`src/rtl/area_bounded_resolution_planner_defines.svh`:
```
// Assertion macros for the resolution planner.
// Each macro ends in its own semicolon; write one use on a line.
`ifndef AREA_BOUNDED_RESOLUTION_PLANNER_DEFINES_SVH
`define AREA_BOUNDED_RESOLUTION_PLANNER_DEFINES_SVH
`ifndef SYNTH
// The property must hold at every clock edge out of reset.
`define ABRP_ASSERT(label, clk, rst_n, prop) \
	label: assert property (@(posedge clk) disable iff (!rst_n) (prop)) \
		else $error("abrp assertion failed");
// The condition must never be true out of reset.
`define ABRP_ASSERT_NEVER(label, clk, rst_n, cond) \
	label: assert property (@(posedge clk) disable iff (!rst_n) !(cond)) \
		else $error("abrp forbidden condition seen");
`else
`define ABRP_ASSERT(label, clk, rst_n, prop)
`define ABRP_ASSERT_NEVER(label, clk, rst_n, cond)
`endif
`endif

```
`src/rtl/abrp_pkg.sv`:
```
// ----------------------------------------------------------------------------
// abrp_pkg
// Shared widths, defaults, status codes and job tags of the resolution planner.
// ----------------------------------------------------------------------------
package abrp_pkg;

	localparam int ALIGN_STEP_DEF = 16;
	localparam int SIDE_BITS_DEF  = 16;

	localparam int BUDGET_W = 32;
	localparam logic [BUDGET_W-1:0] BUDGET_RESET = 32'd1048576;

	localparam int REQ_W    = 16;
	localparam int STATUS_W = 3;
	localparam int SCALED_W = 16;
	localparam int CROP_W   = 4;
	localparam int HALF_W   = 13;
	localparam int GRID_W   = 12;
	localparam int TOKEN_W  = 24;

	localparam int QUEUE_DEPTH = 4;

	typedef enum logic [STATUS_W-1:0] {
		ST_OK         = 3'd0,
		ST_NONPOS     = 3'd1,
		ST_ALIGN_ZERO = 3'd2,
		ST_NOT_MULT   = 3'd3,
		ST_OVERFLOW   = 3'd4
	} abrp_status_t;

	// Classification made by the front end for one job.
	typedef struct packed {
		logic         area;
		abrp_status_t status;
	} abrp_meta_t;

endpackage

```
`src/rtl/abrp_if.sv`:
```
// ----------------------------------------------------------------------------
// abrp_if
// Valid/ready channels of the planner: request beats in, plan beats out.
// ----------------------------------------------------------------------------
interface abrp_req_if;
	import abrp_pkg::*;
	logic             valid;
	logic             ready;
	logic             mode;
	logic [REQ_W-1:0] req_rows;
	logic [REQ_W-1:0] req_cols;
	modport source (output valid, mode, req_rows, req_cols, input ready);
	modport sink   (input valid, mode, req_rows, req_cols, output ready);
endinterface


```
`src/rtl/abrp_front.sv`:
```
// ----------------------------------------------------------------------------
// abrp_front
// Holds the area budget, classifies requests and forms budget*side products.
// ----------------------------------------------------------------------------
module abrp_front #(
	parameter int SIDE_BITS = abrp_pkg::SIDE_BITS_DEF,
	parameter int NW        = 32 + SIDE_BITS
) (
	input  logic                             clk,
	input  logic                             arst_n,
	input  logic                             cfg_we,
	input  logic [abrp_pkg::BUDGET_W-1:0]    cfg_wdata,
	abrp_req_if.sink                         req,
	input  logic                             q_full,
	output logic                             push,
	output abrp_pkg::abrp_meta_t             job_meta,
	output logic [SIDE_BITS-1:0]             job_rows,
	output logic [SIDE_BITS-1:0]             job_cols,
	output logic [NW-1:0]                    job_num_r,
	output logic [NW-1:0]                    job_num_c
);
	import abrp_pkg::*;

	logic [BUDGET_W-1:0]  budget_q;
	logic [SIDE_BITS-1:0] rows_m;
	logic [SIDE_BITS-1:0] cols_m;
	logic                 side_zero;

	always_ff @(posedge clk or negedge arst_n) begin
		if (!arst_n) begin
			budget_q <= BUDGET_RESET;
		end else if (cfg_we) begin
			budget_q <= cfg_wdata;
		end
	end

	assign rows_m    = SIDE_BITS'(req.req_rows);
	assign cols_m    = SIDE_BITS'(req.req_cols);
	assign side_zero = (rows_m == '0) || (cols_m == '0);

	assign req.ready = !q_full;
	assign push      = req.valid && !q_full;

	always_comb begin
		job_meta.area   = 1'b0;
		job_meta.status = ST_OK;
		if (req.mode) begin
			if (side_zero || (budget_q == '0)) begin
				job_meta.status = ST_NONPOS;
			end else begin
				job_meta.area = 1'b1;
			end
		end else if (side_zero) begin
			job_meta.status = ST_NONPOS;
		end
	end

	assign job_rows  = rows_m;
	assign job_cols  = cols_m;
	assign job_num_r = NW'(budget_q) * NW'(rows_m);
	assign job_num_c = NW'(budget_q) * NW'(cols_m);

endmodule

```
`src/flat_wrapper.sv`:
```
// flat-port wrapper written by rule: the top's interface ports become plain ports
module abrp_front_flat import abrp_pkg::*;
#(
	parameter int SIDE_BITS = abrp_pkg::SIDE_BITS_DEF,
	parameter int NW        = 32 + SIDE_BITS
)
  (clk, arst_n, cfg_we, cfg_wdata, q_full, push, job_meta, job_rows, job_cols, job_num_r, job_num_c, req_valid, req_mode, req_req_rows, req_req_cols, req_ready);
  abrp_req_if req_i ();
  input  logic clk;
  input  logic arst_n;
  input  logic cfg_we;
  input  logic [abrp_pkg::BUDGET_W-1:0] cfg_wdata;
  input  logic q_full;
  output logic push;
  output abrp_pkg::abrp_meta_t job_meta;
  output logic [SIDE_BITS-1:0] job_rows;
  output logic [SIDE_BITS-1:0] job_cols;
  output logic [NW-1:0] job_num_r;
  output logic [NW-1:0] job_num_c;
  input wire logic [$bits(req_i.valid)-1:0] req_valid;
  input wire logic [$bits(req_i.mode)-1:0] req_mode;
  input wire logic [$bits(req_i.req_rows)-1:0] req_req_rows;
  input wire logic [$bits(req_i.req_cols)-1:0] req_req_cols;
  output wire logic [$bits(req_i.ready)-1:0] req_ready;
  assign req_i.valid = req_valid;
  assign req_i.mode = req_mode;
  assign req_i.req_rows = req_req_rows;
  assign req_i.req_cols = req_req_cols;
  assign req_ready = req_i.ready;
  abrp_front #(.SIDE_BITS(SIDE_BITS), .NW(NW)) u_core (.clk(clk), .arst_n(arst_n), .cfg_we(cfg_we), .cfg_wdata(cfg_wdata), .req(req_i), .q_full(q_full), .push(push), .job_meta(job_meta), .job_rows(job_rows), .job_cols(job_cols), .job_num_r(job_num_r), .job_num_c(job_num_c));
endmodule
```
`config.mk`:
```
export PLATFORM = sky130hd
export DESIGN_NAME = abrp_front_flat
export DESIGN_NICKNAME = d
export VERILOG_FILES = /design/src/rtl/area_bounded_resolution_planner_defines.svh /design/src/rtl/abrp_pkg.sv /design/src/rtl/abrp_if.sv /design/src/rtl/abrp_front.sv /design/src/flat_wrapper.sv
export SDC_FILE = /design/constraint.sdc
export NUM_CORES = 2
export LEC_CHECK = 0
export ABC_AREA = 1
export BUFFER_PORTS_ARGS = -buffer_cell sky130_fd_sc_hd__buf_2
export CORE_ASPECT_RATIO = 0.6
export CORE_MARGIN = 2
export CORE_UTILIZATION = 55
export DETAILED_ROUTE_END_ITERATION = 10
export GPL_ROUTABILITY_DRIVEN = 0
export PLACE_DENSITY = 0.73
export SLEW_MARGIN = 40
export SYNTH_ARGS = -nofsm -noshare
export SYNTH_HDL_FRONTEND = slang
export SYNTH_SLANG_ARGS = --single-unit
```
`constraint.sdc`:
```
create_clock -name clk -period 11.2 [get_ports clk]
set_input_delay 2.24 -clock clk [delete_from_list [all_inputs] [get_ports clk]]
set_output_delay 2.24 -clock clk [all_outputs]
set_load 0.02 [all_outputs]
```
==> out/results.txt <==
status: complete, no violations
DRT Wirelength: 106,000 um
most area-consuming cells after synthesis: fa_1 45%, nand2_1 17%, inv_1 16%, ha_1 8.1%, clkbuf_1 2.6%
Starting Density: 0.559
antenna violations before repair: 0
die height: 206 um
hpwl dp: 83,500 um
Cell variety after synth: 34
skew final: 0 ps
largest net degree at the start of global routing: 35
critical path type: in -> out
Die X: 340 um
Post-synth EDFFs: 0
biggest regs: u_core.budget_q x32
RSZ-0062 raised after global routing: no
input/output buffers: 201
antenna-violating nets left: 0
num ports: 204
Slew headroom: 0.395
Req. time, crit path: 8960 ps
Clock Sinks: 32
drt first-iter violations: 3,028
Synth Cell Area: 0.0372 mm2
setup_tns: 0 ps
P&R area growth vs syn: 3.97%
post-CTS setup buffer count: 0
Die Area: 0.0699 mm2
Cell Rows: 73
clock-pin transition on the worst setup and hold timing paths: 100 ps
MaxCap Viol Count: 0
Fin. Hold Viols: 0
post-synthesis async set-or-reset flop share: 1.00
CP Data Arrival Time: 8250 ps
crit start category: input pin
worst hold path class: reg -> reg
ANT cells: 0
max frequency: 0.0954 GHz
largest area contributor in the netlist: fa_1
synthesized instance count: 5,237
CTS Hold Bufs: 0
top post-synthesis cells by count: 1,716 x nand2_1, 1,632 x inv_1, 836 x fa_1, 256 x clkbuf_1, 240 x ha_1
CTS Buf Count: 5
most common cell in the synthesized netlist: nand2_1
Max Slew Vio Count: 0
share of cells above drive strength 1: 0.0700
Ys Warns: 0
drt drc: 0
Final Cycle Share: 0.936
crit end category: output pin
Slew @ Worst Pin: 907 ps
total grt overflow: 0
Final #Nets: 6,345
fillers: 6,319
vias per std cell: 5.10
H-tree depth: 2
Main synth FF type: dfrtp_1
first-pass GRT wire length: 173,000 um
Vias: 31,100
CTS tree: yes
register area share after synthesis: 0.0215
DRT Pass-1 Iters: 6
Synth Register Bits: 32
Avg Synthesized Cell Area: 7.11 um2
top cell type's share of synthesized area: 0.449
register name with the most flops: u_core.budget_q
min Tclk post-route: 10,490 ps
clock root buffer: clkbuf_16
Max Buffers Root-to-Sink: 2
endpoints failing setup: 0
post-CTS resize count: 0
max FFs per register: 32
total track usage: 0.318
worst skew pair latency: 350 ps
routed wire length per instance: 17.4 um
vias in the first global route: 31,600
Crit Path Max Fanout: 34
Core Footprint: 0.0666 mm2
critical path, stage by stage:
cell,delay [ps]
buf_2,630
nand2_1,180
fa_1,540
fa_1,540
fa_1,560
inv_1,70
fa_1,490
fa_1,510
inv_1,50
fa_1,500
inv_1,50
ha_1,340
nand2_1,130
inv_1,100
nand2_1,50
nor2_1,350
nand4_1,150
nand3_1,260
nand2_1,120
nand2_1,80
nand2_1,40
nand2_1,50
buf_2,160
metrics by stage:
stage                     utilization  instance area (um2)  instances  setup slack (ps)  hold WS (ps)
final                           0.582                38700       6100               713           519
after floorplan                     -                37200       5238              1690           663
after global routing            0.582                38700       6100               481           533
after detailed placement        0.578                38500       6090               842           500
after global placement          0.578                38500       6090               921           492
after CTS                       0.580                38600       6098               813           520
final cells by class:
cell class                 count  area, um2  area share
clock buffer                   5        125     0.00323
clock inverter                 3       18.8    0.000485
inverter                    1642       6160       0.159
multi-input combinational   3270      29000       0.750
sequential                    32        818      0.0211
tap                          900       1130      0.0291
timing repair buffer         248       1420      0.0368
cells in the final DEF, fill, tap and decap left out:
master	n
o21bai_1	11
nand3_1	69
mux2_2	29
nor2_1	140
a21oi_1	56
and2_4	1
clkbuf_16	5
inv_1	1632
clkinv_2	2
nor4_1	18
dfrtp_2	7
inv_2	10
ha_1	240
nand2_1	1716
dfrtp_1	23
nor2_2	23
fa_1	836
nor3_1	4
mux2_1	3
buf_2	191
dfstp_4	1
xor2_1	44
o21ai_0	2
clkinv_4	1
nor2_4	4
conb_1	2
and2_1	2
or2_1	1
buf_16	2
nand2_2	17
a31oi_1	8
nand3b_1	4
nand3_2	14
buf_4	55
xnor2_1	12
dfrtp_4	1
or2_2	1
nand4_1	13
cells by family after synthesis:
kind of cell	share of synthesized area
AO/OA/AOI/OAI	0.0114
XOR/XNOR	0.0132
flip-flops	0.0215
adder cells (fa/ha/maj)	0.530
multiplexers	0.00968
buffers and inverters	0.199
other	0.000101
AND/OR/NAND/NOR	0.215
layer usage:
layer | share of wire | global-route usage
met1 | 0.46 | 0.500
met2 | 0.40 | 0.446
met3 | 0.14 | 0.0924
met4 | 0.0072 | 0.0256
met5 | 0.00024 | 0
worst paths after layout:
check,startpoint,end,slack (ps),cells past startpoint
setup reg to reg,u_core.budget_q[26],u_core.budget_q[26],9620,2
hold reg to reg,u_core.budget_q[6],u_core.budget_q[6],520,1
hold / removal,u_core.budget_q[6],u_core.budget_q[6],520,1
setup / recovery,req_req_rows[1],job_num_r[39],710,23
min in group asynchronous,arst_n,u_core.budget_q[16],1880,1
max in group asynchronous,arst_n,u_core.budget_q[12],8830,1
Power is left out: the tool's default activity adds up to more than one toggle a clock period on the data nets, which glitch-free logic cannot reach.
