===== src/rtl/area_bounded_resolution_planner_defines.svh =====
// Assertion macros for the resolution planner.
// Each macro ends in its own semicolon; write one use on a line.
`ifndef AREA_BOUNDED_RESOLUTION_PLANNER_DEFINES_SVH
`define AREA_BOUNDED_RESOLUTION_PLANNER_DEFINES_SVH
`ifndef SYNTH
// The property must hold at every clock edge out of reset.
`define ABRP_ASSERT(label, clk, rst_n, prop) \
	label: assert property (@(posedge clk) disable iff (!rst_n) (prop)) \
		else $error("abrp assertion failed");
// The condition must never be true out of reset.
`define ABRP_ASSERT_NEVER(label, clk, rst_n, cond) \
	label: assert property (@(posedge clk) disable iff (!rst_n) !(cond)) \
		else $error("abrp forbidden condition seen");
`else
`define ABRP_ASSERT(label, clk, rst_n, prop)
`define ABRP_ASSERT_NEVER(label, clk, rst_n, cond)
`endif
`endif


===== src/rtl/abrp_pkg.sv =====
// ----------------------------------------------------------------------------
// abrp_pkg
// Shared widths, defaults, status codes and job tags of the resolution planner.
// ----------------------------------------------------------------------------
package abrp_pkg;

	localparam int ALIGN_STEP_DEF = 16;
	localparam int SIDE_BITS_DEF  = 16;

	localparam int BUDGET_W = 32;
	localparam logic [BUDGET_W-1:0] BUDGET_RESET = 32'd1048576;

	localparam int REQ_W    = 16;
	localparam int STATUS_W = 3;
	localparam int SCALED_W = 16;
	localparam int CROP_W   = 4;
	localparam int HALF_W   = 13;
	localparam int GRID_W   = 12;
	localparam int TOKEN_W  = 24;

	localparam int QUEUE_DEPTH = 4;

	typedef enum logic [STATUS_W-1:0] {
		ST_OK         = 3'd0,
		ST_NONPOS     = 3'd1,
		ST_ALIGN_ZERO = 3'd2,
		ST_NOT_MULT   = 3'd3,
		ST_OVERFLOW   = 3'd4
	} abrp_status_t;

	// Classification made by the front end for one job.
	typedef struct packed {
		logic         area;
		abrp_status_t status;
	} abrp_meta_t;

endpackage


===== src/rtl/abrp_queue.sv =====
// ----------------------------------------------------------------------------
// abrp_queue
// Small register FIFO between the front end and the arithmetic back end.
// ----------------------------------------------------------------------------
`include "area_bounded_resolution_planner_defines.svh"
module abrp_queue #(
	parameter int W     = 8,
	parameter int DEPTH = abrp_pkg::QUEUE_DEPTH
) (
	input  logic         clk,
	input  logic         arst_n,
	input  logic         wr,
	input  logic [W-1:0] din,
	output logic         full,
	input  logic         rd,
	output logic [W-1:0] dout,
	output logic         empty
);
	localparam int PW = $clog2(DEPTH);
	localparam int CW = $clog2(DEPTH + 1);

	logic [W-1:0]  mem_q [DEPTH];
	logic [PW-1:0] wp_q;
	logic [PW-1:0] rp_q;
	logic [CW-1:0] cnt_q;

	assign full  = (cnt_q == CW'(DEPTH));
	assign empty = (cnt_q == '0);
	assign dout  = mem_q[rp_q];

	always_ff @(posedge clk) begin
		if (wr) begin
			mem_q[wp_q] <= din;
		end
	end

	always_ff @(posedge clk or negedge arst_n) begin
		if (!arst_n) begin
			wp_q  <= '0;
			rp_q  <= '0;
			cnt_q <= '0;
		end else begin
			if (wr) begin
				wp_q <= (wp_q == PW'(DEPTH - 1)) ? '0 : wp_q + 1'b1;
			end
			if (rd) begin
				rp_q <= (rp_q == PW'(DEPTH - 1)) ? '0 : rp_q + 1'b1;
			end
			if (wr && !rd) begin
				cnt_q <= cnt_q + 1'b1;
			end else if (rd && !wr) begin
				cnt_q <= cnt_q - 1'b1;
			end
		end
	end

	`ABRP_ASSERT_NEVER(a_cnt_over, clk, arst_n, cnt_q > CW'(DEPTH))
	`ABRP_ASSERT(a_cnt_up, clk, arst_n, (wr && !rd) |=> (cnt_q == $past(cnt_q) + 1'b1))
	`ABRP_ASSERT(a_cnt_dn, clk, arst_n, (rd && !wr) |=> (cnt_q == $past(cnt_q) - 1'b1))

endmodule


===== config.mk =====
export PLATFORM = sky130hd
export DESIGN_NAME = abrp_queue
export DESIGN_NICKNAME = d
export VERILOG_FILES = /design/src/rtl/abrp_pkg.sv /design/src/rtl/abrp_queue.sv
export VERILOG_INCLUDE_DIRS = /design/src /design/src/rtl
export SDC_FILE = /design/constraint.sdc
export NUM_CORES = 1
export LEC_CHECK = 0
export BUFFER_PORTS_ARGS = -buffer_cell sky130_fd_sc_hd__buf_2
export CORE_MARGIN = 2
export CORE_UTILIZATION = 24
export DETAILED_ROUTE_END_ITERATION = 8
export GPL_ROUTABILITY_DRIVEN = 0
export PLACE_DENSITY = 0.44
export SYNTH_ARGS = -nofsm -noshare
export SYNTH_HDL_FRONTEND = slang
export SYNTH_SLANG_ARGS = --single-unit

===== constraint.sdc =====
create_clock -name clk -period 1.7 [get_ports clk]
set_clock_uncertainty 0.05 [all_clocks]
set_input_delay 0.34 -clock clk [delete_from_list [all_inputs] [get_ports clk]]
set_output_delay 0.34 -clock clk [all_outputs]
set_load 0.005 [all_outputs]

==> results.md, run 1 <==
* Crit path max fanout at 8
* HP Class: in2reg
* Core Util, Final at between 30% and 40%
* GRT overflow at 0
* Clk_lat worst skew at 0.29 ns
* Maximum vdd drop at 0.474 mV
* Drt pass-1 iters at 4
* Antenna cell count at 0
* Req. time, crit path at roughly 1.3 ns
* Cell Count, Final, Fillers Out at 195
* Worst Path Class, Setup: reg2out
* Hold Vio Cnt, Final at 0
* Resize count post-CTS at 0
* Die height at 84.9 um
* Post-synthesis average cell area at approximately 20 sq um
* PwrDens at 1610 nW/um^2
* Violated checks: negative setup slack
* Reg2reg start: wp_q[1]
* Seq/Total Area, Yosys at approximately 72%
* Initial antenna violation count at 0
* Mapped Cells at 79
* FF-to-FF path depth at 4
* LEAKAGE at 0.763 nW
* Drt via density at 4.06
* Initial core utilization at 24.7%
* CTS tree: built
* Largest net degree at the start of global routing at 14
* Vias in the first global route at a little over 900
* Worst flop-to-flop path endpoint: mem_q[1][1]
* Max-slew violations at 0
* Syn nets at 98
* Setup violations, final at 8
* Cell Area, Placed at 1840 sq um
* Fmax at 537 MHz
* CTS sink count at 39
* RSZ-0062 raised after global routing: yes
* Max-cap viol count at 0
* # H-tree levels at 2
* CP arrival at 1.47 ns
* Most frequent cells in the layout: edfxtp_1 (32), buf_2 (21), buf_4 (10)
* Clk root buf: clkbuf_8
* Setup ws final at -0.161 ns
* Placed cells at 185
* Num ports at 22
* Period Utilization, post-route at 109%
* Startpoint Class: register
* Area delta synth->final at 27.2%
* Antenna-violating nets left at 0
* Final design area excluding fillers at 2000 sq um
* Gr usage total at between 8 and 9%
* DIE AREA at 7210 sq um
* # DRC at 0
* I/O Buffers at 21
* Synth cell types at 18
* # fillers at 625
* Total negative slack at -1.19 ns
* FP Rows at 29
* Clock transition at path regs at about 0.080 ns
* Total power at 3.21 mW
* Hold Path Sink: mem_q[3][7]
* Slowest CP cell: mux4_2
* Setup slack, reg-to-reg at 0.27 ns
* Status: finished, violations left
* CTS Buf Count at 5
* Routed WL at between 2000 and 3000 um
* Global-route wire length before repair at 4430 um
* Commonest non-fill, non-tap cell in the layout: edfxtp_1
* Core Footprint at around 6300 sq um
* Die width at 84.9 um
* Worst-case clock buffer depth at 2
* Cells along the critical path: buf_12, mux4_2, buf_2
* Pre-CTS setup slack at 0.00108 ns
* Hold Slack at around 0.21 ns
* Worst hold stages at 1
* Worst path max stage delay at 0.50 ns
* Vias post-DR at 791
* Max transition margin at 68.3%
* Slew @ Worst Pin at 0.475 ns
* Synth Cell Area at 1570 sq um
* # nets final at 136
* Synth Register Bits at 39
* Starting DRC count in detailed routing at 34
* Critical Path End Type: output port
* Post-DP HPWL at 2010 um
* Min-delay src: din[7]
* Post-layout min period at ~1.9 ns
* Syn. warnings at 0
* DR WL/cell at 13.7 um
* Fraction of layout cells with a size suffix above 1 at a little over two fifths
sequential cells by signal, summed over array words and instances, names as in the netlist:
signal / count
cnt_q: 3
mem_q: 32
rp_q: 2
wp_q: 2
cell type report:
cell class | count | area [sq um] | area share, %
clock buffers | 5 | 68.8 | 3.45
well taps | 77 | 96.3 | 4.82
flip-flops and latches | 39 | 1140 | 56.9
inverters | 5 | 18.8 | 0.940
clock inverters | 3 | 67.6 | 3.38
repair buffers | 33 | 210 | 10.5
multi-input cells | 33 | 399 | 20.0
where the power goes:
group	total, mW	switching (mW)	internal (mW)
Clock	0.903	0.318	0.585
Sequential	1.41	0.153	1.26
Combinational	0.902	0.366	0.536
Total	3.21	0.836	2.38
cells by family after synthesis:
kind of cell / synth area share, %
compound gates: 0.637
buf+inv: 2.23
fa+ha+maj: 6.06
mux: 13.6
simple gates: 3.43
xor+xnor: 1.67
flops: 72.4
worst max-delay path: cells and delay by family (launching register included):
kind / cells / cell delay, ns
buffers and inverters: 2 / 0.29
multiplexers: 1 / 0.50
flip-flops: 1 / 0.39
cell usage after synthesis:
master	number	area share [%]
and2_1	4	1.6
buf_2	1	0.32
buf_6	1	0.72
dfrtp_1	7	11
edfxtp_1	32	61
fa_1	1	1.3
ha_1	6	4.8
inv_1	5	1.2
mux2_2	3	2.2
mux4_2	8	11
nand2_1	1	0.24
nand3_1	1	0.32
nor2_1	2	0.48
nor3_1	1	0.32
nor3b_1	1	0.48
o21ai_0	2	0.64
xnor2_1	1	0.56
xor2_1	2	1.1
worst max path at each step:
stage                 start       end  slack (ns)
floorplan                rd  cnt_q[2]        0.24
global placement         rd  cnt_q[2]        0.04
detailed placement       rd  cnt_q[2]       0.001
CTS                 rp_q[0]   dout[3]       -0.19
global route        rp_q[0]   dout[3]       -0.23
finish              rp_q[0]   dout[3]       -0.16
per-layer routing:
metal	share of wire [%]	vias up	track usage (%)
li1	-	378	-
met1	44	387	9.03
met2	50	20	14.2
met3	5.1	6	3.11
met4	1.7	0	3.46
met5	0	-	0
what timing repair did:
item	in CTS	in global routing
buffers inserted	1	0
pin swaps	0	0
setup endpoints to repair	8	8
hold buffers	1	0
endpoints found under the hold margin	7	0
Note: power is estimated with default switching activity, not from simulation.
==> run 2, diff against run 1 <==
--- a/config.mk
+++ b/config.mk
@@ -8,10 +8,10 @@
 export LEC_CHECK = 0
 export BUFFER_PORTS_ARGS = -buffer_cell sky130_fd_sc_hd__buf_2
 export CORE_MARGIN = 2
-export CORE_UTILIZATION = 24
+export CORE_UTILIZATION = 30
 export DETAILED_ROUTE_END_ITERATION = 8
 export GPL_ROUTABILITY_DRIVEN = 0
-export PLACE_DENSITY = 0.44
+export PLACE_DENSITY = 0.51
 export SYNTH_ARGS = -nofsm -noshare
 export SYNTH_HDL_FRONTEND = slang
 export SYNTH_SLANG_ARGS = --single-unit
==> run 2 against run 1 <==
Compared with the run above:
- the flow still finishes with violations (negative setup slack)
- via count is 1.8% higher
- die area is 19% lower
- power is 8.2% lower
- critical path type unchanged
- highest routed layer unchanged
==> results.md, run 2 (synthesized netlist as in run 1, its figures left out) <==
* Maximum vdd drop at 0.681 mV
* Commonest non-fill, non-tap cell in the layout: edfxtp_1
* Num ports at 22
* M3 GR Usage at around 3.6%
* DR WL/cell at 14.1 um
* Antenna cell count at 0
* Largest regs: mem_q: 32 flops, cnt_q: 3 flops
* Met2 GRT Util at 17.6%
* Req. time, crit path at 1.31 ns
* CTS tree: built
* Drt via density at 4.30
* Max reg flops at 32
* Status: finished, violations left
* Clk_lat worst skew at 0.28 ns
* Slowest CP cell: mux4_2
* Clk root buf: clkbuf_8
* CTS Buf Count at 5
* Worst-case clock buffer depth at 2
* Worst Path Class, Setup: reg2out
* Hold Slack at 0.217 ns
* Post-layout min period at 1.86 ns
* Total power at 2.95 mW
* Total negative slack at -1.18 ns
* Worst path max stage delay at 0.49 ns
* Crit path max fanout at 6
* Most frequent cells in the layout: edfxtp_1 (32), buf_2 (21), mux4_2 (8), buf_4 (8)
* Max-cap viol count at 0
* Hold Vio Cnt, Final at 0
* Max-slew violations at 0
* Die height at 76.3 um
* Drt pass-1 iters at 4
* Violated checks: negative setup slack
* Met1 Use GR at 11.3%
* Reg with most FFs: mem_q
* Slew @ Worst Pin at approximately 0.45 ns
* Core Util, Final at 38.2%
* CTS sink count at 39
* Starting DRC count in detailed routing at 23
* Vias post-DR at between 800 and 900
* Setup ws final at -0.158 ns
* GRT overflow at 0
* Critical Path End Type: output port
* Max transition margin at 69.8%
* Area delta synth->final at 23.4%
* LEAKAGE at approximately 0.73 nW
* Fmax at 538 MHz
* I/O Buffers at 21
* Gr usage total at 10.0%
* # DRC at 0
* CP arrival at 1.47 ns
* Largest net degree at the start of global routing at 14
* RSZ-0062 raised after global routing: yes
* Startpoint Class: register
* Period Utilization, post-route at 109%
* Fraction of layout cells with a size suffix above 1 at between 40% and 50%
* Worst hold stages at 1
* Routed WL at 2630 um
* Antenna-violating nets left at 0
* PwrDens at 1520 nW/um^2
* DIE AREA at 5830 sq um
* Layer with the highest usage: met2
* # fillers at 493
* Post-DP HPWL at 1930 um
* Global-route wire length before repair at around 4300 um
* Setup violations, final at 8
* Initial core utilization at 30.9%
* # H-tree levels at 2
* Vias in the first global route at about 860
* Area of the multi-input gates at 399 sq um
* Die width at 76.3 um
* Initial antenna violation count at 0
* FF-to-FF path depth at 4
* FP Rows at 26
* HP Class: in2reg
* Clock transition at path regs at 0.07 ns
* Cells along the critical path: buf_12, mux4_2, buf_2
* Reg area at 1140 sq um
* # nets final at 135
* Core Footprint at 5070 sq um
run 2: cell count changes in the layout (fill, tap and decap cells not counted), sizes merged:
cell,previous run,this run
bufinv,2,0
clkinvlp,1,2
clkinv,0,1
buf,32,31
run 2: critical path: cells and delay by family, from the launching register on:
kind	cells	cell delay, ns
flip-flops	1	0.41
buffers and inverters	2	0.29
multiplexers	1	0.49
run 2: final cells by class:
cell class	count	share of cell area, %
clock buffers	5	3.55
clock inverters	3	1.03
inverters	5	0.968
multi-input cells	33	20.6
flip-flops and latches	39	58.7
well taps	70	4.52
repair buffers	32	10.7
run 2: power breakdown:
| part | internal [mW] | switching, mW | total, mW |
|---|---|---|---|
| Sequential | 1.26 | 0.157 | 1.42 |
| Clock | 0.285 | 0.317 | 0.602 |
| Combinational | 0.555 | 0.376 | 0.931 |
run 2: what timing repair did:
item / 4_1_cts / 5_1_grt
gates resized for setup: 2 / 0
hold endpoints to repair: 7 / 0
hold buffers: 1 / 0
buffers inserted: 1 / 0
pin swaps: 0 / 0
endpoints found under the setup margin: 8 / 8
run 2: worst paths after layout:
path | start | to | slack (ns)
worst min-delay path | din[5] | mem_q[1][5] | 0.22
worst min register to register | cnt_q[2] | cnt_q[2] | 0.46
worst max-delay path | rp_q[0] | dout[7] | -0.16
max in group asynchronous | arst_n | rp_q[1] | 1.07
worst max register to register | cnt_q[0] | cnt_q[2] | 0.28
min in group asynchronous | arst_n | cnt_q[1] | 0.36
run 2: stage by stage:
| stage | cell area, sq um | worst slack [ns] | std cells |
|---|---|---|---|
| floorplan | 1570 | 0.245 | 79 |
| global placement | 1830 | 0.0769 | 177 |
| detailed placement | 1830 | 0.0357 | 177 |
| CTS | 1940 | -0.191 | 187 |
| global route | 1940 | -0.233 | 187 |
| finish | 1940 | -0.158 | 187 |
run 2: metal layers:
metal / vias to the layer above / share of wire (%) / wire length, um
met2: 25 / 51 / 1350
met5: - / 0 / 0
met1: 404 / 43 / 1130
met4: 0 / 1.1 / 30
met3: 4 / 4.7 / 125
li1: 372 / - / -
